File: config.mk
export PLATFORM = sky130hd
export DESIGN_NAME = sha1_stream_hasher_core
export DESIGN_NICKNAME = d
export VERILOG_FILES = /design/src/sv/sha1sh_pkg.sv /design/src/sv/sha1sh_sched.sv /design/src/sv/sha1sh_round.sv /design/src/sv/sha1sh_ctrl.sv /design/src/sv/sha1_stream_hasher_core.sv
export VERILOG_INCLUDE_DIRS = /design/src /design/src/sv
export SDC_FILE = /design/constraint.sdc
export NUM_CORES = 2
export LEC_CHECK = 0
export ABC_AREA = 1
export BUFFER_PORTS_ARGS = -buffer_cell sky130_fd_sc_hd__buf_4
export CAP_MARGIN = 10
export CORE_MARGIN = 4
export CORE_UTILIZATION = 40
export CTS_CLUSTER_SIZE = 30
export DETAILED_ROUTE_END_ITERATION = 8
export GPL_TIMING_DRIVEN = 0
export PLACE_DENSITY = 0.63
export SYNTH_ARGS = -nofsm -noshare
export SYNTH_HDL_FRONTEND = slang
export SYNTH_SLANG_ARGS = --single-unit
File: constraint.sdc
create_clock -name clk -period 52 [get_ports clk]
set_input_delay 13 -clock clk [delete_from_list [all_inputs] [get_ports clk]]
set_output_delay 13 -clock clk [all_outputs]
set_load 0.01 [all_outputs]
File: src/sv/sha1_stream_hasher_core_assert.svh
// Assertion macros for the SHA-1 stream hasher.
// Expect clk and rst_n in the scope where a macro is used.
`ifndef SHA1_STREAM_HASHER_CORE_ASSERT_SVH
`define SHA1_STREAM_HASHER_CORE_ASSERT_SVH

// Same-cycle implication.
`define SHA1SH_AST_NOW(lbl, ante, cons, msg) \
  lbl: assert property (@(posedge clk) disable iff (!rst_n) (ante) |-> (cons)) \
    else $error(msg);

// Next-cycle implication.
`define SHA1SH_AST_NXT(lbl, ante, cons, msg) \
  lbl: assert property (@(posedge clk) disable iff (!rst_n) (ante) |=> (cons)) \
    else $error(msg);

`endif

File: src/sv/sha1sh_pkg.sv
// Shared types and constants for the SHA-1 stream hasher.
// No dependencies.
package sha1sh_pkg;

  localparam int unsigned WORDS = 5;
  localparam int unsigned SCHED_DEPTH = 16;

  localparam logic [31:0] IV [WORDS] = '{
    32'h67452301, 32'hEFCDAB89, 32'h98BADCFE, 32'h10325476, 32'hC3D2E1F0
  };

  localparam logic [31:0] K0 = 32'h5A827999;
  localparam logic [31:0] K1 = 32'h6ED9EBA1;
  localparam logic [31:0] K2 = 32'h8F1BBCDC;
  localparam logic [31:0] K3 = 32'hCA62C1D6;

  localparam logic [6:0] LAST_ROUND = 7'd79;
  localparam logic [5:0] LEN_POS = 6'd56;
  localparam logic [5:0] LAST_POS = 6'd63;
  localparam logic [7:0] PAD_BYTE = 8'h80;
  localparam logic [2:0] LAST_WORD = 3'd4;

  typedef enum logic [2:0] {
    ST_IDLE,
    ST_PAD,
    ST_ROUND,
    ST_ADD,
    ST_OUT
  } state_t;

  typedef struct packed {
    logic       byte_wr;
    logic [7:0] byte_val;
    logic       push;
    logic       shift;
    logic       init_work;
    logic       round_en;
    logic [6:0] round;
    logic       add_chain;
    logic       load_iv;
    logic [2:0] out_idx;
  } ctl_t;

endpackage

File: src/sv/sha1sh_sched.sv
// Byte packing and 16-word message schedule shift line.
// Depends on sha1sh_pkg.
module sha1sh_sched (
  input  logic               clk,
  input  sha1sh_pkg::ctl_t   ctl,
  output logic [31:0]        w0
);
  import sha1sh_pkg::*;

  logic [23:0] part_r;
  logic [23:0] part_nxt;
  logic [31:0] sreg_r [SCHED_DEPTH];
  logic [31:0] sreg_nxt [SCHED_DEPTH];
  logic [31:0] mix;
  logic [31:0] new_w;
  logic        advance;

  assign mix = sreg_r[13] ^ sreg_r[8] ^ sreg_r[2] ^ sreg_r[0];
  assign new_w = ctl.push ? {part_r, ctl.byte_val} : {mix[30:0], mix[31]};
  assign advance = ctl.push | ctl.shift;
  assign w0 = sreg_r[0];

  always_comb begin
    part_nxt = ctl.byte_wr ? {part_r[15:0], ctl.byte_val} : part_r;
    for (int i = 0; i < SCHED_DEPTH; i++) begin
      if (!advance) begin
        sreg_nxt[i] = sreg_r[i];
      end else if (i == SCHED_DEPTH - 1) begin
        sreg_nxt[i] = new_w;
      end else begin
        sreg_nxt[i] = sreg_r[i + 1];
      end
    end
  end

  always_ff @(posedge clk) begin
    part_r <= part_nxt;
    for (int i = 0; i < SCHED_DEPTH; i++) begin
      sreg_r[i] <= sreg_nxt[i];
    end
  end

endmodule

File: src/sv/sha1sh_round.sv
// Shared SHA-1 round unit, working registers and chaining value.
// Depends on sha1sh_pkg.
module sha1sh_round (
  input  logic               clk,
  input  logic               rst_n,
  input  sha1sh_pkg::ctl_t   ctl,
  input  logic [31:0]        w0,
  output logic [31:0]        digest_word
);
  import sha1sh_pkg::*;

  logic [31:0] a_r, b_r, c_r, d_r, e_r;
  logic [31:0] a_nxt, b_nxt, c_nxt, d_nxt, e_nxt;
  logic [31:0] chain_r [WORDS];
  logic [31:0] chain_nxt [WORDS];
  logic [31:0] f;
  logic [31:0] k;
  logic [31:0] t;

  always_comb begin
    if (ctl.round < 7'd20) begin
      f = (b_r & c_r) | (~b_r & d_r);
      k = K0;
    end else if (ctl.round < 7'd40) begin
      f = b_r ^ c_r ^ d_r;
      k = K1;
    end else if (ctl.round < 7'd60) begin
      f = (b_r & c_r) | (b_r & d_r) | (c_r & d_r);
      k = K2;
    end else begin
      f = b_r ^ c_r ^ d_r;
      k = K3;
    end
  end

  assign t = {a_r[26:0], a_r[31:27]} + f + e_r + k + w0;

  always_comb begin
    a_nxt = a_r;
    b_nxt = b_r;
    c_nxt = c_r;
    d_nxt = d_r;
    e_nxt = e_r;
    if (ctl.init_work) begin
      a_nxt = chain_r[0];
      b_nxt = chain_r[1];
      c_nxt = chain_r[2];
      d_nxt = chain_r[3];
      e_nxt = chain_r[4];
    end else if (ctl.round_en) begin
      a_nxt = t;
      b_nxt = a_r;
      c_nxt = {b_r[1:0], b_r[31:2]};
      d_nxt = c_r;
      e_nxt = d_r;
    end
  end

  always_comb begin
    for (int i = 0; i < WORDS; i++) begin
      chain_nxt[i] = chain_r[i];
    end
    if (ctl.load_iv) begin
      for (int i = 0; i < WORDS; i++) begin
        chain_nxt[i] = IV[i];
      end
    end else if (ctl.add_chain) begin
      chain_nxt[0] = chain_r[0] + a_r;
      chain_nxt[1] = chain_r[1] + b_r;
      chain_nxt[2] = chain_r[2] + c_r;
      chain_nxt[3] = chain_r[3] + d_r;
      chain_nxt[4] = chain_r[4] + e_r;
    end
  end

  always_comb begin
    case (ctl.out_idx)
      3'd0:    digest_word = chain_r[0];
      3'd1:    digest_word = chain_r[1];
      3'd2:    digest_word = chain_r[2];
      3'd3:    digest_word = chain_r[3];
      3'd4:    digest_word = chain_r[4];
      default: digest_word = chain_r[0];
    endcase
  end

  always_ff @(posedge clk) begin
    a_r <= a_nxt;
    b_r <= b_nxt;
    c_r <= c_nxt;
    d_r <= d_nxt;
    e_r <= e_nxt;
  end

  always_ff @(posedge clk) begin
    if (!rst_n) begin
      for (int i = 0; i < WORDS; i++) begin
        chain_r[i] <= IV[i];
      end
    end else begin
      for (int i = 0; i < WORDS; i++) begin
        chain_r[i] <= chain_nxt[i];
      end
    end
  end

endmodule

File: src/sv/sha1sh_ctrl.sv
// Sequencer: byte intake, padding, round count and digest readout.
// Depends on sha1sh_pkg.
module sha1sh_ctrl (
  input  logic               clk,
  input  logic               rst_n,
  input  logic               in_valid,
  output logic               in_ready,
  input  logic [7:0]         in_data_byte,
  input  logic               in_byte_valid,
  input  logic               in_end_of_message,
  output logic               out_valid,
  input  logic               out_ready,
  output logic [2:0]         out_word_number,
  output logic               out_final_word,
  output sha1sh_pkg::ctl_t   ctl
);
  import sha1sh_pkg::*;

  state_t      state_r, state_nxt;
  logic [63:0] msg_bits_r, msg_bits_nxt;
  logic [63:0] len_r, len_nxt;
  logic [5:0]  pos_r, pos_nxt;
  logic [6:0]  round_r, round_nxt;
  logic [2:0]  idx_r, idx_nxt;
  logic        fin_r, fin_nxt;
  logic        pad_first_r, pad_first_nxt;
  logic        len_phase_r, len_phase_nxt;
  logic        len_now;

  assign len_now = len_phase_r | (!pad_first_r && pos_r == LEN_POS);

  always_ff @(posedge clk) begin
    if (!rst_n) begin
      state_r     <= ST_IDLE;
      msg_bits_r  <= '0;
      pos_r       <= '0;
      round_r     <= '0;
      idx_r       <= '0;
      fin_r       <= 1'b0;
      pad_first_r <= 1'b0;
      len_phase_r <= 1'b0;
    end else begin
      state_r     <= state_nxt;
      msg_bits_r  <= msg_bits_nxt;
      pos_r       <= pos_nxt;
      round_r     <= round_nxt;
      idx_r       <= idx_nxt;
      fin_r       <= fin_nxt;
      pad_first_r <= pad_first_nxt;
      len_phase_r <= len_phase_nxt;
    end
  end

  always_ff @(posedge clk) begin
    len_r <= len_nxt;
  end

  always_comb begin
    state_nxt     = state_r;
    msg_bits_nxt  = msg_bits_r;
    len_nxt       = len_r;
    round_nxt     = round_r;
    idx_nxt       = idx_r;
    fin_nxt       = fin_r;
    pad_first_nxt = pad_first_r;
    len_phase_nxt = len_phase_r;
    in_ready      = 1'b0;
    out_valid     = 1'b0;
    ctl           = '0;
    case (state_r)
      ST_IDLE: begin
        in_ready = 1'b1;
        if (in_valid) begin
          fin_nxt       = in_end_of_message;
          pad_first_nxt = in_end_of_message;
          if (in_byte_valid) begin
            ctl.byte_wr  = 1'b1;
            ctl.byte_val = in_data_byte;
            msg_bits_nxt = msg_bits_r + 64'd8;
          end
          if (in_byte_valid && pos_r == LAST_POS) begin
            ctl.init_work = 1'b1;
            state_nxt     = ST_ROUND;
          end else if (in_end_of_message) begin
            state_nxt = ST_PAD;
          end
        end
      end
      ST_PAD: begin
        ctl.byte_wr   = 1'b1;
        pad_first_nxt = 1'b0;
        if (pad_first_r) begin
          ctl.byte_val = PAD_BYTE;
          len_nxt      = msg_bits_r;
        end else if (len_now) begin
          ctl.byte_val  = len_r[63:56];
          len_nxt       = {len_r[55:0], 8'h00};
          len_phase_nxt = 1'b1;
        end else begin
          ctl.byte_val = 8'h00;
        end
        if (pos_r == LAST_POS) begin
          ctl.init_work = 1'b1;
          state_nxt     = ST_ROUND;
        end
      end
      ST_ROUND: begin
        ctl.round_en = 1'b1;
        ctl.shift    = 1'b1;
        round_nxt    = round_r + 7'd1;
        if (round_r == LAST_ROUND) begin
          round_nxt = '0;
          state_nxt = ST_ADD;
        end
      end
      ST_ADD: begin
        ctl.add_chain = 1'b1;
        if (!fin_r) begin
          state_nxt = ST_IDLE;
        end else if (len_phase_r) begin
          idx_nxt   = '0;
          state_nxt = ST_OUT;
        end else begin
          state_nxt = ST_PAD;
        end
      end
      ST_OUT: begin
        out_valid = 1'b1;
        if (out_ready) begin
          if (idx_r == LAST_WORD) begin
            ctl.load_iv   = 1'b1;
            msg_bits_nxt  = '0;
            idx_nxt       = '0;
            fin_nxt       = 1'b0;
            len_phase_nxt = 1'b0;
            state_nxt     = ST_IDLE;
          end else begin
            idx_nxt = idx_r + 3'd1;
          end
        end
      end
      default: begin
        state_nxt = ST_IDLE;
      end
    endcase
    ctl.round   = round_r;
    ctl.out_idx = idx_r;
    ctl.push    = ctl.byte_wr && pos_r[1:0] == 2'b11;
    pos_nxt     = ctl.byte_wr ? pos_r + 6'd1 : pos_r;
  end

  assign out_word_number = idx_r;
  assign out_final_word  = idx_r == LAST_WORD;

endmodule

File: src/sv/sha1_stream_hasher_core.sv
// SHA-1 stream hasher: one message byte per input item, digest words out.
// Usage:
//   Input channel in_valid/in_ready carries in_data_byte, in_byte_valid and
//   in_end_of_message. Byte items are taken back to back while in_ready is
//   high; every 64th byte starts a block compression (80 rounds, one per
//   cycle, in one shared round unit, plus the chaining add), during which
//   in_ready is low.
//   An item with in_end_of_message starts padding: one pad byte per cycle
//   through the same byte path up to the end of the block, then one or two
//   compressions. Five items then appear on out_valid/out_ready:
//   out_digest_word H0..H4 with out_word_number 0..4 and out_final_word on
//   H4. While the receiver stalls the current word holds and no input is
//   taken. After H4 is taken the chaining value and bit count return to
//   initial values and in_ready rises on the next cycle.
//   Reset (rst_n low, synchronous) loads the initial chaining value,
//   clears the bit count and leaves the block idle and ready.
// Depends on sha1sh_pkg, sha1sh_ctrl, sha1sh_sched, sha1sh_round and
// sha1_stream_hasher_core_assert.svh.
`include "sha1_stream_hasher_core_assert.svh"

module sha1_stream_hasher_core (
  input  logic        clk,
  input  logic        rst_n,
  input  logic        in_valid,
  output logic        in_ready,
  input  logic [7:0]  in_data_byte,
  input  logic        in_byte_valid,
  input  logic        in_end_of_message,
  output logic        out_valid,
  input  logic        out_ready,
  output logic [31:0] out_digest_word,
  output logic [2:0]  out_word_number,
  output logic        out_final_word
);
  import sha1sh_pkg::*;

  ctl_t        ctl;
  logic [31:0] w0;

  sha1sh_ctrl u_ctrl (
    .clk               (clk),
    .rst_n             (rst_n),
    .in_valid          (in_valid),
    .in_ready          (in_ready),
    .in_data_byte      (in_data_byte),
    .in_byte_valid     (in_byte_valid),
    .in_end_of_message (in_end_of_message),
    .out_valid         (out_valid),
    .out_ready         (out_ready),
    .out_word_number   (out_word_number),
    .out_final_word    (out_final_word),
    .ctl               (ctl)
  );

  sha1sh_sched u_sched (
    .clk (clk),
    .ctl (ctl),
    .w0  (w0)
  );

  sha1sh_round u_round (
    .clk         (clk),
    .rst_n       (rst_n),
    .ctl         (ctl),
    .w0          (w0),
    .digest_word (out_digest_word)
  );

  `SHA1SH_AST_NOW(a_excl, in_ready, !out_valid, "intake open while digest pending")
  `SHA1SH_AST_NXT(a_eom_busy, in_valid && in_ready && in_end_of_message, !in_ready,
                  "intake open right after end of message")
  `SHA1SH_AST_NXT(a_back_idle, out_valid && out_ready && out_final_word, in_ready && !out_valid,
                  "not idle after last digest word")
  `SHA1SH_AST_NXT(a_word_seq, out_valid && out_ready && !out_final_word,
                  out_valid && out_word_number == $past(out_word_number) + 3'd1,
                  "digest word order broken")

endmodule

==> run_results.csv <==
group,metric,value,unit
outcome,outcome,"finished clean",
global_routing,grt_usage,27.61,%
worst_setup_path,worst-endpoint-arrival,4.48,ns
global_routing,grt_max_degree,78,
finish,areaGrowthSynthToFinish,12.05,%
finish,nets,6677,
route,drc,0,
floorplan,rows,135,
worst_setup_path,critPathCaptureType,"primary output",
power,p_sw_share,21.96,%
power,ir_worst_vdd,0.02633,mV
finish,drive_gt1_share,4.591,%
route,wl_per_cell,24.41,µm
route,met1_length,82590,µm
power,leakage,24.95,nW
worst_setup_path,cp-start-kind,"register",
min_path,min_path_type,"register to register",
finish,multi_input_area,22950,µm²
logic_synthesis,syn_avg_cell_area,8.848,µm²
logic_synthesis,synth_edf_count,757,
route,wl_met3,20420,µm
sta,worstMarginPinSlew,1.440,ns
floorplan,die-height,377.1,µm
clock_network,cts_buffer_depth,3,
clock_network,clkTransAtPathRegs,0.06,ns
finish,finalNonFillerCells,8208,
finish,layout_common_cells,"nand2_1 (1544), inv_1 (876), edfxtp_1 (757), nor2_1 (464), a21oi_1 (449)",
finish,final-seq-area,27600,µm²
min_path,worstHoldPathCells,0,
worst_setup_path,cp_max_fo,10,
sta,fin_crit,17.48,ns
clock_network,cts.repair.resized,0,
floorplan,core,135500,µm²
floorplan,initial_core_util,40.23,%
sta,max_freq,57.21,MHz
power,p_switching,0.3689,mW
logic_synthesis,syn_area,54500,µm²
clock_network,cts_sinks,1000,
logic_synthesis,syn-num-nets,6501,
sta,slew_viol_final,0,
logic_synthesis,yosysWarnings,0,
sta,post-route-period-util,33.61,%
power,seq_power_share,51.3,%
route,first_pass_iters,9,
clock_network,cts_root_buf,"clkbuf_16",
route,dr_wl_met2,84620,µm
power,powerDensity,27.51,nW/µm²
logic_synthesis,synth_cell_types,51,
clock_network,clk-insertion-delay-late,0.75,ns
sta,slew_headroom,4.013,%
place,gp_congestion,1.065,
clock_network,cts_buffers,107,
clock_network,cts_tree,"done",
place,dp_hpwl,157900,µm
logic_synthesis,syn_inst,6159,
route,viasPerCell,5.540,
route,wirelength,200300,µm
logic_synthesis,synth_async_sr_flop_share,0,%
power,p_int,1.311,mW
global_routing,antenna_found_initial,6,
sta,finalSetupViolations,0,
clock_network,post_cts_buffers,0,
sta,finalHoldViolations,0,
logic_synthesis,synth_top_flop_cell,"edfxtp_1",
finish,layout_commonest_cell,"nand2_1",
global_routing,grt_pass1_vias,42529,
logic_synthesis,ys_seq_area_share,50.64,%
global_routing,grt_first_pass_wirelength,286000,µm
floorplan,die_area,142200,µm²
power,fin_total_pwr,1.680,mW
route,vias,45476,
flow_run,drv_cap,0,
clock_network,htree_levels,3,
sta,grt_setup_unrepaired,"no",
route,ant_nets,0,
place,port_buffers,51,
worst_setup_path,critical_path_required,39.00,ns
place,dp.cells,8005,
route,top_layer_used,"met5",
route,drt_iter0_markers,5768,
global_routing,grt_overflow_total,0,
sta,fin_setup_tns,0,ns
worst_setup_path,worstSetupPathType,"register to primary output",
logic_synthesis,synth.ff_latch_count,1000,
power,power_frac_comb,2.3,%
finish,fillers,13308,
floorplan,io_pins,52,
worst_setup_path,worstRegToRegCells,21,
finish,final_util,45.08,%
clock_network,postCtsHoldBufs,0,
floorplan,die_w,377.1,µm
power,power_frac_clock,46.3,%
sta,fin_skew,0.08461,ns
[flip-flops by register name, indices dropped and copies added, names as in the netlist, 6 cells and up]
| register | flops |
|---|---|
| u_sched.part_r | 24 |
| u_round.b_r | 32 |
| u_ctrl.msg_bits_r | 61 |
| u_ctrl.pos_r | 6 |
| u_round.d_r | 32 |
| u_round.e_r | 32 |
| u_ctrl.round_r | 7 |
| u_round.c_r | 32 |
| u_round.chain_r | 160 |
| u_round.a_r | 32 |
| u_ctrl.len_r | 61 |
| u_sched.sreg_r | 512 |
[final timing paths]
check | start | slack, ns | endpoint
worst max-delay path | u_ctrl.out_word_number[0] | 34.52 | out_digest_word[30]
worst min-delay path | u_sched.sreg_r[1][67] | 0.38 | u_sched.sreg_r[1][35]
worst max register to register | u_ctrl.round_r[6] | 44.71 | u_round.a_r[18]
worst min register to register | u_sched.sreg_r[1][67] | 0.38 | u_sched.sreg_r[1][35]
[metal layers]
| layer | global-route usage (%) | vias up |
|---|---|---|
| met5 | 0 | - |
| met2 | 41.50 | 2297 |
| li1 | - | 20949 |
| met1 | 37.15 | 21705 |
| met3 | 6.533 | 519 |
| met4 | 14.39 | 6 |
[cells by family after synthesis]
logic type / Yosys count / synth area share, %
xor+xnor: 154 / 2.475
buf+inv: 1041 / 7.269
fa+ha+maj: 328 / 9.170
flops: 1000 / 50.64
compound gates: 1071 / 11.03
simple gates: 2565 / 19.42
[power groups by stage]
stage          logic, mW  clock network (mW)  registers [mW]
4_1_cts           0.0384               0.790           0.863
5_1_grt           0.0424               0.825           0.863
6_report          0.0395               0.778           0.863
3_3_place_gp      0.0369                   0           0.885
3_5_place_dp      0.0382                   0           0.880
2_1_floorplan     0.0219                   0           0.882
[worst max-delay path: stages (launching register included)]
cell and delay [ns]:
dfxtp_1 0.38, inv_1 0.11, ha_1 0.21, nand2_2 0.30
inv_1 0.27, nor4_1 1.18, clkbuf_1 0.45, nand2_1 0.20
nand2_1 0.46, buf_4 0.22
[synthesized netlist by cell type, types with 4 or more instances]
cell	instances	share of area (%)
a211oi_1	11	0.15
a21boi_0	7	0.096
a21o_1	14	0.19
a21oi_1	449	4.1
a221oi_1	39	0.63
a22o_1	7	0.11
a31oi_1	15	0.17
and2_1	4	0.046
buf_1	9	0.062
buf_2	28	0.26
buf_4	5	0.069
clkbuf_1	110	0.76
clkinv_1	6	0.041
dfxtp_1	243	8.9
edfxtp_1	757	42
fa_1	119	4.4
ha_1	209	4.8
inv_1	877	6.0
inv_2	6	0.041
nand2_1	1546	11
nand3_1	313	2.9
nand3b_1	16	0.22
nand4_1	97	1.1
nor2_1	464	3.2
nor3_1	73	0.67
nor3b_1	5	0.069
nor4_1	14	0.16
o211ai_1	35	0.48
o21a_1	15	0.21
o21ai_0	370	3.4
o21ai_1	5	0.046
o21bai_1	50	0.69
o221ai_1	6	0.096
o22ai_1	40	0.46
or2_2	18	0.21
xnor2_1	91	1.5
xor2_1	63	1.0
[area by class of cell]
cell class              instances  area share (%)
diodes                          2        0.008196
plain buffers                 152           1.024
clock buffers                 139           4.766
clock inverters                60           1.072
inverters                     889           5.465
multi-input cells            4118           37.59
flip-flops and latches       1000           45.19
well taps                    1781           3.649
repair buffers                 67           1.233
[through the flow]
step	area (µm²)	hold WS, ns	setup WS [ns]
finish	61060	0.3841	34.52
global route	61060	0.4082	34.50
CTS	61020	0.3779	34.80
detailed placement	57450	0.4045	34.09
global placement	57110	0.4009	20.74
floorplan	54500	0.4003	25.80
Note: power is estimated with default switching activity, not from simulation.
